$ cat config.mk
export PLATFORM = sky130hd
export DESIGN_NAME = scancode_to_ascii_translator
export DESIGN_NICKNAME = d
export VERILOG_FILES = /design/src/rtl/core/s2a_pkg.sv /design/src/rtl/core/scancode_to_ascii_translator.sv
export SDC_FILE = /design/constraint.sdc
export NUM_CORES = 1
export LEC_CHECK = 0
export CAP_MARGIN = 15
export CORE_UTILIZATION = 50
export CTS_CLUSTER_SIZE = 30
export DETAILED_ROUTE_END_ITERATION = 12
export DONT_BUFFER_PORTS = 1
export HOLD_SLACK_MARGIN = 0.1
export PLACE_DENSITY = 0.65
export SYNTH_ARGS = -nofsm -noshare
export SYNTH_HDL_FRONTEND = slang
export SYNTH_SLANG_ARGS = --single-unit
$ cat constraint.sdc
create_clock -name clk -period 3.65 [get_ports clk]
set_input_delay 0.365 -clock clk [delete_from_list [all_inputs] [get_ports clk]]
set_output_delay 0.365 -clock clk [all_outputs]
set_load 0.02 [all_outputs]
$ cat src/rtl/core/s2a_pkg.sv
// shared types, key codes and keymap tables for the scancode translator
`default_nettype none

package s2a_pkg;

  typedef logic [7:0] scancode_t;
  typedef logic [6:0] ascii_t;

  localparam scancode_t KEY_CAPS      = 8'h3A;
  localparam scancode_t KEY_LSHIFT    = 8'h2A;
  localparam scancode_t KEY_LSHIFT_UP = 8'hAA;
  localparam scancode_t KEY_RSHIFT    = 8'h36;
  localparam scancode_t KEY_RSHIFT_UP = 8'hB6;
  localparam scancode_t KEY_CTRL      = 8'h1D;
  localparam scancode_t KEY_CTRL_UP   = 8'h9D;
  localparam scancode_t KEY_L         = 8'h26;
  localparam scancode_t RELEASE_BIT   = 8'h80;

  localparam logic EVENT_CHAR  = 1'b0;
  localparam logic EVENT_CLEAR = 1'b1;

  // us layout, unshifted
  function automatic ascii_t keymap_plain(input logic [6:0] code);
    ascii_t ch;
    case (code)
      7'h02: ch = 7'h31; 7'h03: ch = 7'h32; 7'h04: ch = 7'h33; 7'h05: ch = 7'h34;
      7'h06: ch = 7'h35; 7'h07: ch = 7'h36; 7'h08: ch = 7'h37; 7'h09: ch = 7'h38;
      7'h0A: ch = 7'h39; 7'h0B: ch = 7'h30; 7'h0C: ch = 7'h2D; 7'h0D: ch = 7'h3D;
      7'h10: ch = 7'h71; 7'h11: ch = 7'h77; 7'h12: ch = 7'h65; 7'h13: ch = 7'h72;
      7'h14: ch = 7'h74; 7'h15: ch = 7'h79; 7'h16: ch = 7'h75; 7'h17: ch = 7'h69;
      7'h18: ch = 7'h6F; 7'h19: ch = 7'h70; 7'h1A: ch = 7'h5B; 7'h1B: ch = 7'h5D;
      7'h1E: ch = 7'h61; 7'h1F: ch = 7'h73; 7'h20: ch = 7'h64; 7'h21: ch = 7'h66;
      7'h22: ch = 7'h67; 7'h23: ch = 7'h68; 7'h24: ch = 7'h6A; 7'h25: ch = 7'h6B;
      7'h26: ch = 7'h6C; 7'h27: ch = 7'h3B; 7'h28: ch = 7'h27; 7'h29: ch = 7'h60;
      7'h2B: ch = 7'h5C; 7'h2C: ch = 7'h7A; 7'h2D: ch = 7'h78; 7'h2E: ch = 7'h63;
      7'h2F: ch = 7'h76; 7'h30: ch = 7'h62; 7'h31: ch = 7'h6E; 7'h32: ch = 7'h6D;
      7'h33: ch = 7'h2C; 7'h34: ch = 7'h2E; 7'h35: ch = 7'h2F; 7'h39: ch = 7'h20;
      default: ch = 7'h00;
    endcase
    return ch;
  endfunction

  // us layout, shifted
  function automatic ascii_t keymap_shift(input logic [6:0] code);
    ascii_t ch;
    case (code)
      7'h02: ch = 7'h21; 7'h03: ch = 7'h40; 7'h04: ch = 7'h23; 7'h05: ch = 7'h24;
      7'h06: ch = 7'h25; 7'h07: ch = 7'h5E; 7'h08: ch = 7'h26; 7'h09: ch = 7'h2A;
      7'h0A: ch = 7'h28; 7'h0B: ch = 7'h29; 7'h0C: ch = 7'h5F; 7'h0D: ch = 7'h2B;
      7'h10: ch = 7'h51; 7'h11: ch = 7'h57; 7'h12: ch = 7'h45; 7'h13: ch = 7'h52;
      7'h14: ch = 7'h54; 7'h15: ch = 7'h59; 7'h16: ch = 7'h55; 7'h17: ch = 7'h49;
      7'h18: ch = 7'h4F; 7'h19: ch = 7'h50; 7'h1A: ch = 7'h7B; 7'h1B: ch = 7'h7D;
      7'h1E: ch = 7'h41; 7'h1F: ch = 7'h53; 7'h20: ch = 7'h44; 7'h21: ch = 7'h46;
      7'h22: ch = 7'h47; 7'h23: ch = 7'h48; 7'h24: ch = 7'h4A; 7'h25: ch = 7'h4B;
      7'h26: ch = 7'h4C; 7'h27: ch = 7'h3A; 7'h28: ch = 7'h22; 7'h29: ch = 7'h7E;
      7'h2B: ch = 7'h7C; 7'h2C: ch = 7'h5A; 7'h2D: ch = 7'h58; 7'h2E: ch = 7'h43;
      7'h2F: ch = 7'h56; 7'h30: ch = 7'h42; 7'h31: ch = 7'h4E; 7'h32: ch = 7'h4D;
      7'h33: ch = 7'h3C; 7'h34: ch = 7'h3E; 7'h35: ch = 7'h3F; 7'h39: ch = 7'h20;
      default: ch = 7'h00;
    endcase
    return ch;
  endfunction

endpackage

`default_nettype wire

$ cat src/rtl/core/scancode_to_ascii_translator.sv
// scancode set 1 to ascii translator with shift, control and caps lock tracking
//
//   channel | signals                          | role
//   in      | in_valid, in_ready, scancode     | one raw set-1 byte per request
//   out     | out_valid, out_ready, event_kind, ascii | zero or one result per byte
//
// one byte per cycle while the output is not stalled; a byte waits in the input register,
// where the modifier update and keymap lookup happen, then lands in the output register
// a result is registered into the output register when its byte leaves the input register
// a stalled output holds one result and the input register can still take one byte
// rst (synchronous) clears the modifier flags and both valid flags
`default_nettype none

module scancode_to_ascii_translator (
  input  wire               clk,
  input  wire               rst,
  input  wire               in_valid,
  output logic              in_ready,
  input  wire s2a_pkg::scancode_t scancode,
  output logic              out_valid,
  input  wire               out_ready,
  output logic              event_kind,
  output s2a_pkg::ascii_t   ascii
);
  import s2a_pkg::*;

  scancode_t code;
  logic      code_valid;
  logic      shift_held, control_held, caps_locked;
  logic      shift_held_next, control_held_next, caps_locked_next;
  logic      has_result, kind_next, fire;
  ascii_t    ch, ascii_next;

  always_comb begin
    shift_held_next   = shift_held;
    control_held_next = control_held;
    caps_locked_next  = caps_locked;
    has_result        = 1'b0;
    kind_next         = EVENT_CHAR;
    ascii_next        = '0;
    ch                = '0;
    if ((code & RELEASE_BIT) != '0) begin
      if (code == KEY_LSHIFT_UP || code == KEY_RSHIFT_UP) shift_held_next = 1'b0;
      if (code == KEY_CTRL_UP) control_held_next = 1'b0;
    end else begin
      if (code == KEY_CAPS) caps_locked_next = ~caps_locked;
      if (code == KEY_CTRL) control_held_next = 1'b1;
      if (code == KEY_LSHIFT || code == KEY_RSHIFT) shift_held_next = 1'b1;
      if (control_held_next && code == KEY_L) begin
        has_result = 1'b1;
        kind_next  = EVENT_CLEAR;
      end else begin
        ch = shift_held_next ? keymap_shift(code[6:0]) : keymap_plain(code[6:0]);
        // caps lock flips case of letters only
        if (caps_locked_next && ((ch >= 7'h61 && ch <= 7'h7A) || (ch >= 7'h41 && ch <= 7'h5A)))
          ch = ch ^ 7'h20;
        has_result = (ch != '0);
        ascii_next = ch;
      end
    end
  end

  // the input register moves on unless its result has nowhere to go
  assign fire     = code_valid && (!has_result || !out_valid || out_ready);
  assign in_ready = !code_valid || fire;

  always_ff @(posedge clk) begin
    if (rst) begin
      code_valid   <= 1'b0;
      out_valid    <= 1'b0;
      shift_held   <= 1'b0;
      control_held <= 1'b0;
      caps_locked  <= 1'b0;
    end else begin
      if (in_ready) code_valid <= in_valid;
      if (fire) begin
        shift_held   <= shift_held_next;
        control_held <= control_held_next;
        caps_locked  <= caps_locked_next;
      end
      if (fire && has_result) out_valid <= 1'b1;
      else if (out_ready)     out_valid <= 1'b0;
    end
  end

  always_ff @(posedge clk) begin
    if (in_valid && in_ready) code <= scancode;
    if (fire && has_result) begin
      event_kind <= kind_next;
      ascii      <= ascii_next;
    end
  end

endmodule

`default_nettype wire

==> impl_metrics.toml, run 1 <==
[run_status]
outcome = "finished, final reports clean"

[critical_path]
r2r_cells = 10
required_ns = 3.80
timing_worst_setup_path_type = "flip-flop to flip-flop"
startpoint_type = "flip-flop"
crit_fanout = 8
r2r_setup_slack_ns = 0.19
setup.worst_path.end_class = "flip-flop"
crit_arrival_ns = 3.61

[detailed_routing]
drt.antenna.violating_nets = 0
wl_um = 8500
routed.top_layer = "met4"
first_pass_iters = 4
remaining_drc_errors = 0
wl_met3_um = 603
drtIter0Drc = 141
route.detailed.wl_per_inst_um = 19.8
met1Wirelength_um = 3620
dr_total_vias = 2783
wl_met2_um = 3890
via_per_inst = 6.49

[cells_and_area]
area_growth_pct = 10.4
postLayoutCellArea_mm2 = 0.00322
ff_latch_area_um2 = 861
antennaDiodeCount = 0
layout_common_cells = "nand2_1, buf_4, nor2_1, a21oi_1, dfxtp_1"
drive_above_1_share = 0.160
num-nets-final = 380
nFillCells = 520
utilization = 0.578
layout.cells.most_common = "nand2_1"
multi_input_area_mm2 = 0.00190

[floorplan]
pin_count = 22
core_area_mm2 = 0.00557
dieArea_mm2 = 0.00614
start_util = 0.523
num_rows = 27
die_h_um = 78.4
fp.dieW_um = 78.4

[sta]
skew_ns = 0.00651
rsz0062_at_grt = "no"
slew_violations = 0
fmax_ghz = 0.289
setup_violations = 0
post-route-period-util = 0.948
hold_viol_final = 0
worst_pin_slew_ns = 0.751
fin_crit_ns = 3.46
fin_hold_ws_ns = 0.142
max_slew_margin = 0.494
tns_ns = 0

[cts]
hold_buffers = 0
cts.sinks = 35
clk_pin_slew_ns = 0.07
clk_path_buf_depth = 2
cts_buffers = 5
ctsHtreeMaxLevel = 2
clock_latency_ns = 0.28
cts-root-buf = "clkbuf_8"
cts_tree = "done"

[grt]
grt_max_degree = 20
grt_pass1_wl_um = 13900
track_usage = 0.294
grt_overflow_total = 0
grt_pass1_vias = 2701
antenna_found_initial = 0

[synth]
synthesis.area_mm2 = 0.00292
synth_top_family_by_area = "compound AO/OA/AOI/OAI gates"
synth.distinct_cells = 75
synth_area_leaders = "edfxtp_1, dfxtp_1, ha_1, mux2i_1, nand2_1"
synth_top_area_frac = 0.165
synth_edf_count = 16
synth_xor_xnor_area_share = 0.0150
yosysTopAreaCell = "edfxtp_1"
syn_avg_cell_area_um2 = 8.46
synth_fp_nets = 369
yosys.area_share.simple = 0.219
yosys.area_share.adder = 0.0515
async_reset_ff_frac = 0
synth_compound_area_frac = 0.261
syn_inst = 345
synth-seq-cells = 35
synth_mux_area_frac = 0.0999
synth_ff_type = "dfxtp_1"
synth-warning-count = 0
yosysSeqAreaShare = 0.295

[placed_design]
gp_congestion = 0.970
place_hpwl_um = 6470
place_area_mm2 = 0.00310
numPortBuffers = 0

[power]
peakVddDrop_mv = 0.169
leakagePower_nw = 1.23
p_per_area_mw_per_mm2 = 359

[flow_run]
timing.max_cap.violations = 0

[min_path]
holdPathStages = 1
min_path_type = "primary input to flip-flop"
min-delay-start = "rst"
holdPathEnd = "caps_locked"
how the worst max path moves through the flow:
| stage | to | startpoint | slack [ns] | cells past startpoint |
|---|---|---|---|---|
| after detailed placement | flip-flop | flip-flop | 0.17 | 10 |
| after global routing | flip-flop | code[3] | 0.03 | 11 |
| after global placement | flip-flop | flip-flop | 0.16 | 11 |
| final | flip-flop | flip-flop | 0.19 | 10 |
| after floorplan | flip-flop | code[4] | 0.03 | 14 |
| after CTS | flip-flop | flip-flop | 0.15 | 10 |
cells in the mapped netlist (3+ instances only):
cell,n
buf_2,4
o21ai_0,17
buf_1,3
dfxtp_1,19
a21oi_1,24
o221ai_1,4
nand2_1,37
nand4_1,3
a211o_1,3
a221oi_1,4
xnor2_1,4
nor2_1,24
mux2_2,8
a21o_1,3
inv_1,13
o211ai_1,6
nor4_1,3
buf_6,3
nor2b_1,8
nor3_1,10
o31ai_1,3
o21a_1,3
nor3b_1,4
edfxtp_1,16
a31oi_1,7
nand2b_1,10
a32oi_1,3
ha_1,12
mux2i_1,15
nand3_1,6
clkbuf_1,11
per-stage QoR:
stage	cells	setup WS [ns]	power, mW
global placement	421	0.160	0.802
global route	429	0.0309	1.21
floorplan	345	0.0270	0.712
CTS	429	0.151	1.15
detailed placement	421	0.170	0.797
finish	429	0.188	1.16
metal layers:
layer,GRT usage,vias to the layer above
met1,0.367,1294
li1,-,1317
met2,0.478,138
met4,0.163,0
met5,0,-
met3,0.0512,34
timing repair:
| item | in CTS | in global routing |
|---|---|---|
| endpoints found under the setup margin | 0 | 2 |
| setup buffers | 0 | 0 |
| gates resized for setup | 0 | 2 |
critical path: stages (launching register included):
cell and delay (ns):
dfxtp_1 0.33, or4_1 0.54, or3_1 0.36, o21ai_2 0.19, o211a_4 0.24, mux2_2 0.44
inv_2 0.15, ha_1 0.21, nand2_1 0.06, a32o_1 0.28, or4b_1 0.52
final cells by class:
class	count	share of cell area
clock buffers	8	0.0381
inverters	14	0.0179
multi-input cells	274	0.588
flip-flops and latches	35	0.267
well taps	72	0.0280
repair buffers	26	0.0606
cells by family (layout without fill, tap and decap cells):
group,after synthesis,after routing
and+or+nand+nor,124,124
AOI/OAI and AO/OA,107,107
buffers and inverters,36,48
DFF,35,35
muxes,26,26
adders and majority gates,12,12
xor gates and xnor gates,5,5
power breakdown:
part           total (mW)  switching [mW]  internal (mW)
Combinational       0.317           0.188          0.129
Sequential          0.482          0.0330          0.449
Clock               0.357           0.139          0.218
Total                1.16           0.360          0.796
No activity file was read; power rests on OpenSTA's default activity.
==> run 2, diff against run 1 <==
--- a/config.mk
+++ b/config.mk
@@ -6,6 +6,7 @@
 export NUM_CORES = 1
 export LEC_CHECK = 0
 export CAP_MARGIN = 15
+export CORE_MARGIN = 2
 export CORE_UTILIZATION = 50
 export CTS_CLUSTER_SIZE = 30
 export DETAILED_ROUTE_END_ITERATION = 12
==> run 2 against run 1 <==
Die area is 5.2% higher. Clock skew is 0.0028 ns lower. Worst hold slack hardly changed. Critical path depth is 1 lower. Sequential cell count stayed put. Combinational power is 1% higher. Clock power is 1% lower. Power is 0.12% higher. Cell area is 1.1% higher. Sequential share of layout area is 0.29 points lower. Largest power group unchanged. Highest routed layer unchanged.
==> impl_metrics.toml, run 2 (synthesis gave the netlist of run 1 again) <==
[run_status]
outcome = "finished, final reports clean"

[grt]
grt_overflow_total = 0
track_usage = 0.279
antenna_found_initial = 0
grt_max_degree = 24
grt_pass1_wl_um = 13900
grt_pass1_vias = 2662

[critical_path]
timing_worst_setup_path_type = "flip-flop to flip-flop"
slowest_delay_ns = 0.52
required_ns = 3.80
path_cells = "or4_1 -> or3_1 -> o21ai_4 -> o211a_4 -> mux2_2 -> ha_1 -> mux2_2 -> a222oi_1 -> o211ai_1"
startpoint_type = "flip-flop"
crit_arrival_ns = 3.70
crit_path_top_delay_cell = "or4_1"
crit_top_cell = "mux2_2"
r2r_cells = 9
setup.worst_path.end_class = "flip-flop"
crit_fanout = 8

[placed_design]
place_hpwl_um = 6600
gp_congestion = 1.00
preCtsSetupSlack_ns = 0.151
numPortBuffers = 0
placed_cells = 419

[power]
p_int_uw = 783
leakagePower_nw = 1.25
switchingPower_uw = 374
peakVddDrop_mv = 0.225
seq_power_share = 0.418
p_per_area_mw_per_mm2 = 355
swShare = 0.324
pwr-share-clk = 0.305
p_comb_frac = 0.277

[cts]
cts.sinks = 35
clk_pin_slew_ns = 0.08
ctsHtreeMaxLevel = 2
cts_tree = "done"
clk_path_buf_depth = 2
cts-root-buf = "clkbuf_8"
clock_latency_ns = 0.28
hold_buffers = 0
cts_buffers = 5

[floorplan]
core_area_mm2 = 0.00557
fp.dieW_um = 80.4
num_rows = 27
pin_count = 22
die_h_um = 80.4
start_util = 0.523
dieArea_mm2 = 0.00646

[cells_and_area]
nFillCells = 517
num-nets-final = 385
layout.cells.most_common = "nand2_1"
antennaDiodeCount = 0
area_growth_pct = 11.6
drive_above_1_share = 0.171
layout_common_cells = "nand2_1, buf_4, nor2_1, a21oi_1, dfxtp_1"
layout.cells.non_filler = 434

[detailed_routing]
drtIter0Drc = 185
wl_um = 8940
dr_total_vias = 2835
remaining_drc_errors = 0
first_pass_iters = 6
via_per_inst = 6.53
route.detailed.wl_per_inst_um = 20.6
drt.antenna.violating_nets = 0

[sta]
tns_ns = 0
post-route-worst-setup-slack_ns = 0.0989
fin_crit_ns = 3.55
max_slew_margin = 0.528
slew_violations = 0
skew_ns = 0.00374
post-route-period-util = 0.973
fmax_ghz = 0.282
worst_pin_slew_ns = 0.688
setup_violations = 0
hold_viol_final = 0

[min_path]
min_path_type = "primary input to flip-flop"
holdPathStages = 1
min-delay-start = "rst"

[flow_run]
timing.max_cap.violations = 0
[run 2: critical path, delay by kind of cell, from the launching register on]
family	cells	cell delay, ns
flops	1	0.34
simple gates	2	0.92
fa+ha+maj	1	0.38
mux	2	0.74
compound gates	4	1.03
[run 2: through the flow]
| step | power [mW] | instance area [µm²] | hold WS (ns) | utilization |
|---|---|---|---|---|
| 3_5_place_dp | 0.795 | 3080 | 0.436 | 0.553 |
| 5_1_grt | 1.21 | 3260 | 0.131 | 0.584 |
| 2_1_floorplan | 0.712 | 2960 | 0.434 | - |
| 3_3_place_gp | 0.801 | 3080 | 0.436 | 0.553 |
| 6_report | 1.16 | 3260 | 0.141 | 0.584 |
| 4_1_cts | 1.15 | 3190 | 0.130 | 0.573 |
[run 2: final cells by class]
class | count | area [µm²] | share of cell area
clock buffer | 5 | 68.8 | 0.0211
clock inverter | 3 | 43.8 | 0.0134
inverter | 14 | 57.6 | 0.0177
multi-input combinational | 275 | 1910 | 0.587
sequential | 35 | 861 | 0.264
tap | 72 | 90.1 | 0.0277
timing repair buffer | 30 | 225 | 0.0692
[run 2: path summary, 6_finish.rpt]
check,to,slack [ns]
worst max-delay path,flip-flop,0.1
worst min-delay path,code_valid,0.14
worst max register to register,flip-flop,0.1
worst min register to register,control_held,0.52
[run 2: power by group through the flow]
stage	registers, mW	clock network (mW)	logic, mW
6_report	0.484	0.353	0.321
3_5_place_dp	0.493	0	0.302
5_1_grt	0.490	0.372	0.348
4_1_cts	0.484	0.359	0.304
3_3_place_gp	0.491	0	0.310
2_1_floorplan	0.480	0	0.232
[run 2: timing repair]
action	CTS	global route
setup buffers	0	6
endpoints found under the setup margin	0	3
resized for setup	0	2
[run 2: layer usage]
metal / routed length (µm) / track usage / share of wire / vias to the layer above
li1: - / - / - / 1321
met5: 0 / 0 / 0 / -
met2: 4190 / 0.446 / 0.47 / 175
met1: 3670 / 0.367 / 0.41 / 1308
met4: 367 / 0.147 / 0.041 / 0
met3: 710 / 0.0326 / 0.079 / 31
==> run 3, diff against run 2 <==
--- a/config.mk
+++ b/config.mk
@@ -7,12 +7,13 @@
 export LEC_CHECK = 0
 export CAP_MARGIN = 15
 export CORE_MARGIN = 2
-export CORE_UTILIZATION = 50
+export CORE_UTILIZATION = 58
 export CTS_CLUSTER_SIZE = 30
 export DETAILED_ROUTE_END_ITERATION = 12
 export DONT_BUFFER_PORTS = 1
 export HOLD_SLACK_MARGIN = 0.1
-export PLACE_DENSITY = 0.65
+export PLACE_DENSITY = 0.73
+export SETUP_SLACK_MARGIN = 0.5
 export SYNTH_ARGS = -nofsm -noshare
 export SYNTH_HDL_FRONTEND = slang
 export SYNTH_SLANG_ARGS = --single-unit
==> run 3 against run 2 <==
First-iteration DRC count up 55%. Non-clock buffer count grew 8. Via count up 7.2%. Critical path depth rose by 2. Register-to-register slack gained 0.27 ns.
==> impl_metrics.toml, run 3 (synthesis gave the netlist of run 1 again) <==
[sta]
post-route-worst-setup-slack_ns = 0.373
setup_violations = 0
skew_ns = 0.00581
max_slew_margin = 0.468
worst_pin_slew_ns = 0.776
hold_viol_final = 0
slew_violations = 0
rsz0062_at_grt = "yes"
fmax_ghz = 0.305
fin_crit_ns = 3.28
tns_ns = 0
post-route-period-util = 0.898
fin_hold_ws_ns = 0.133

[grt]
grt_overflow_total = 0
grt_pass1_wl_um = 14300
antenna_found_initial = 0
grt_pass1_vias = 2859
grt_max_degree = 23
track_usage = 0.340

[cells_and_area]
layout.cells.most_common = "nand2_1"
layout.cells.non_filler = 437
area_growth_pct = 21.2
antennaDiodeCount = 0
layout_common_cells = "nand2_1, buf_4, nor2_1, a21oi_1, dfxtp_1"
postLayoutCellArea_mm2 = 0.00354
utilization = 0.739
drive_above_1_share = 0.251
num-nets-final = 393

[detailed_routing]
drtIter0Drc = 287
via_per_inst = 6.95
wl_um = 9190
remaining_drc_errors = 0
route.detailed.wl_per_inst_um = 21.0
first_pass_iters = 6
dr_total_vias = 3039
drt.antenna.violating_nets = 0

[critical_path]
crit_arrival_ns = 3.44
crit_fanout = 6
startpoint_type = "flip-flop"
required_ns = 3.81
setup.worst_path.end_class = "flip-flop"
timing_worst_setup_path_type = "flip-flop to flip-flop"

[placed_design]
place_hpwl_um = 6190
numPortBuffers = 0
placed_cells = 409
preCtsSetupSlack_ns = 0.266
gp_congestion = 0.997
place_area_mm2 = 0.00305

[cts]
cts_buffers = 5
clk_path_buf_depth = 2
hold_buffers = 0
cts-root-buf = "clkbuf_8"
cts.sinks = 35
clk_pin_slew_ns = 0.08
cts_tree = "done"
ctsHtreeMaxLevel = 2
clock_latency_ns = 0.29

[floorplan]
die_h_um = 74.9
num_rows = 25
start_util = 0.610
fp.dieW_um = 74.9
core_area_mm2 = 0.00479
dieArea_mm2 = 0.00561
pin_count = 22

[flow_run]
timing.max_cap.violations = 0

[run_status]
outcome = "finished, final reports clean"

[power]
finalPower_mw = 1.22
leakagePower_nw = 1.32
peakVddDrop_mv = 0.210
p_per_area_mw_per_mm2 = 346

[min_path]
min_path_type = "primary input to flip-flop"
==> run 3: power by group <==
part | switching (mW) | leakage, nW | internal (mW)
combinational | 0.218 | 0.961 | 0.167
clock | 0.150 | 0.0581 | 0.203
sequential | 0.0362 | 0.305 | 0.450
==> run 3: cell type report <==
type	count	area (µm²)
clock buffers	5	68.8
clock inverters	3	43.8
fillers	345	1250
inverters	14	72.6
multi-input cells	275	2080
flip-flops and latches	35	862
well taps	67	83.8
repair buffers	38	325
==> run 3: repair_timing <==
action	CTS	global route
gates cloned	1	0
pin swaps	9	11
resized for setup	27	17
endpoints found under the setup margin	11	16
setup buffers	12	7
==> run 3: final timing paths <==
| check | startpoint | endpoint | slack (ns) | cells past startpoint |
|---|---|---|---|---|
| setup / recovery | code[3] | flip-flop | 0.37 | 11 |
| hold / removal | rst | caps_locked | 0.13 | 1 |
| setup reg to reg | code[3] | flip-flop | 0.37 | 11 |
| hold reg to reg | control_held | control_held | 0.51 | 2 |
==> run 3: per-layer routing <==
metal	global-route usage	share of wire	vias up
met2	0.537	0.46	208
met3	0.0549	0.092	61
met1	0.422	0.39	1426
met4	0.240	0.063	0
li1	-	-	1344
met5	0	0	-
==> run 3: worst max-delay path, stage by stage, from the launching register on <==
cell and delay [ns]:
edfxtp_1 0.42, buf_6 0.14, nand3b_1 0.21, a211oi_4 0.33, o21a_1 0.25, o211a_4 0.25
mux2_4 0.40, inv_6 0.11, ha_4 0.14, nand2_2 0.05, a32o_2 0.31, or4b_1 0.52
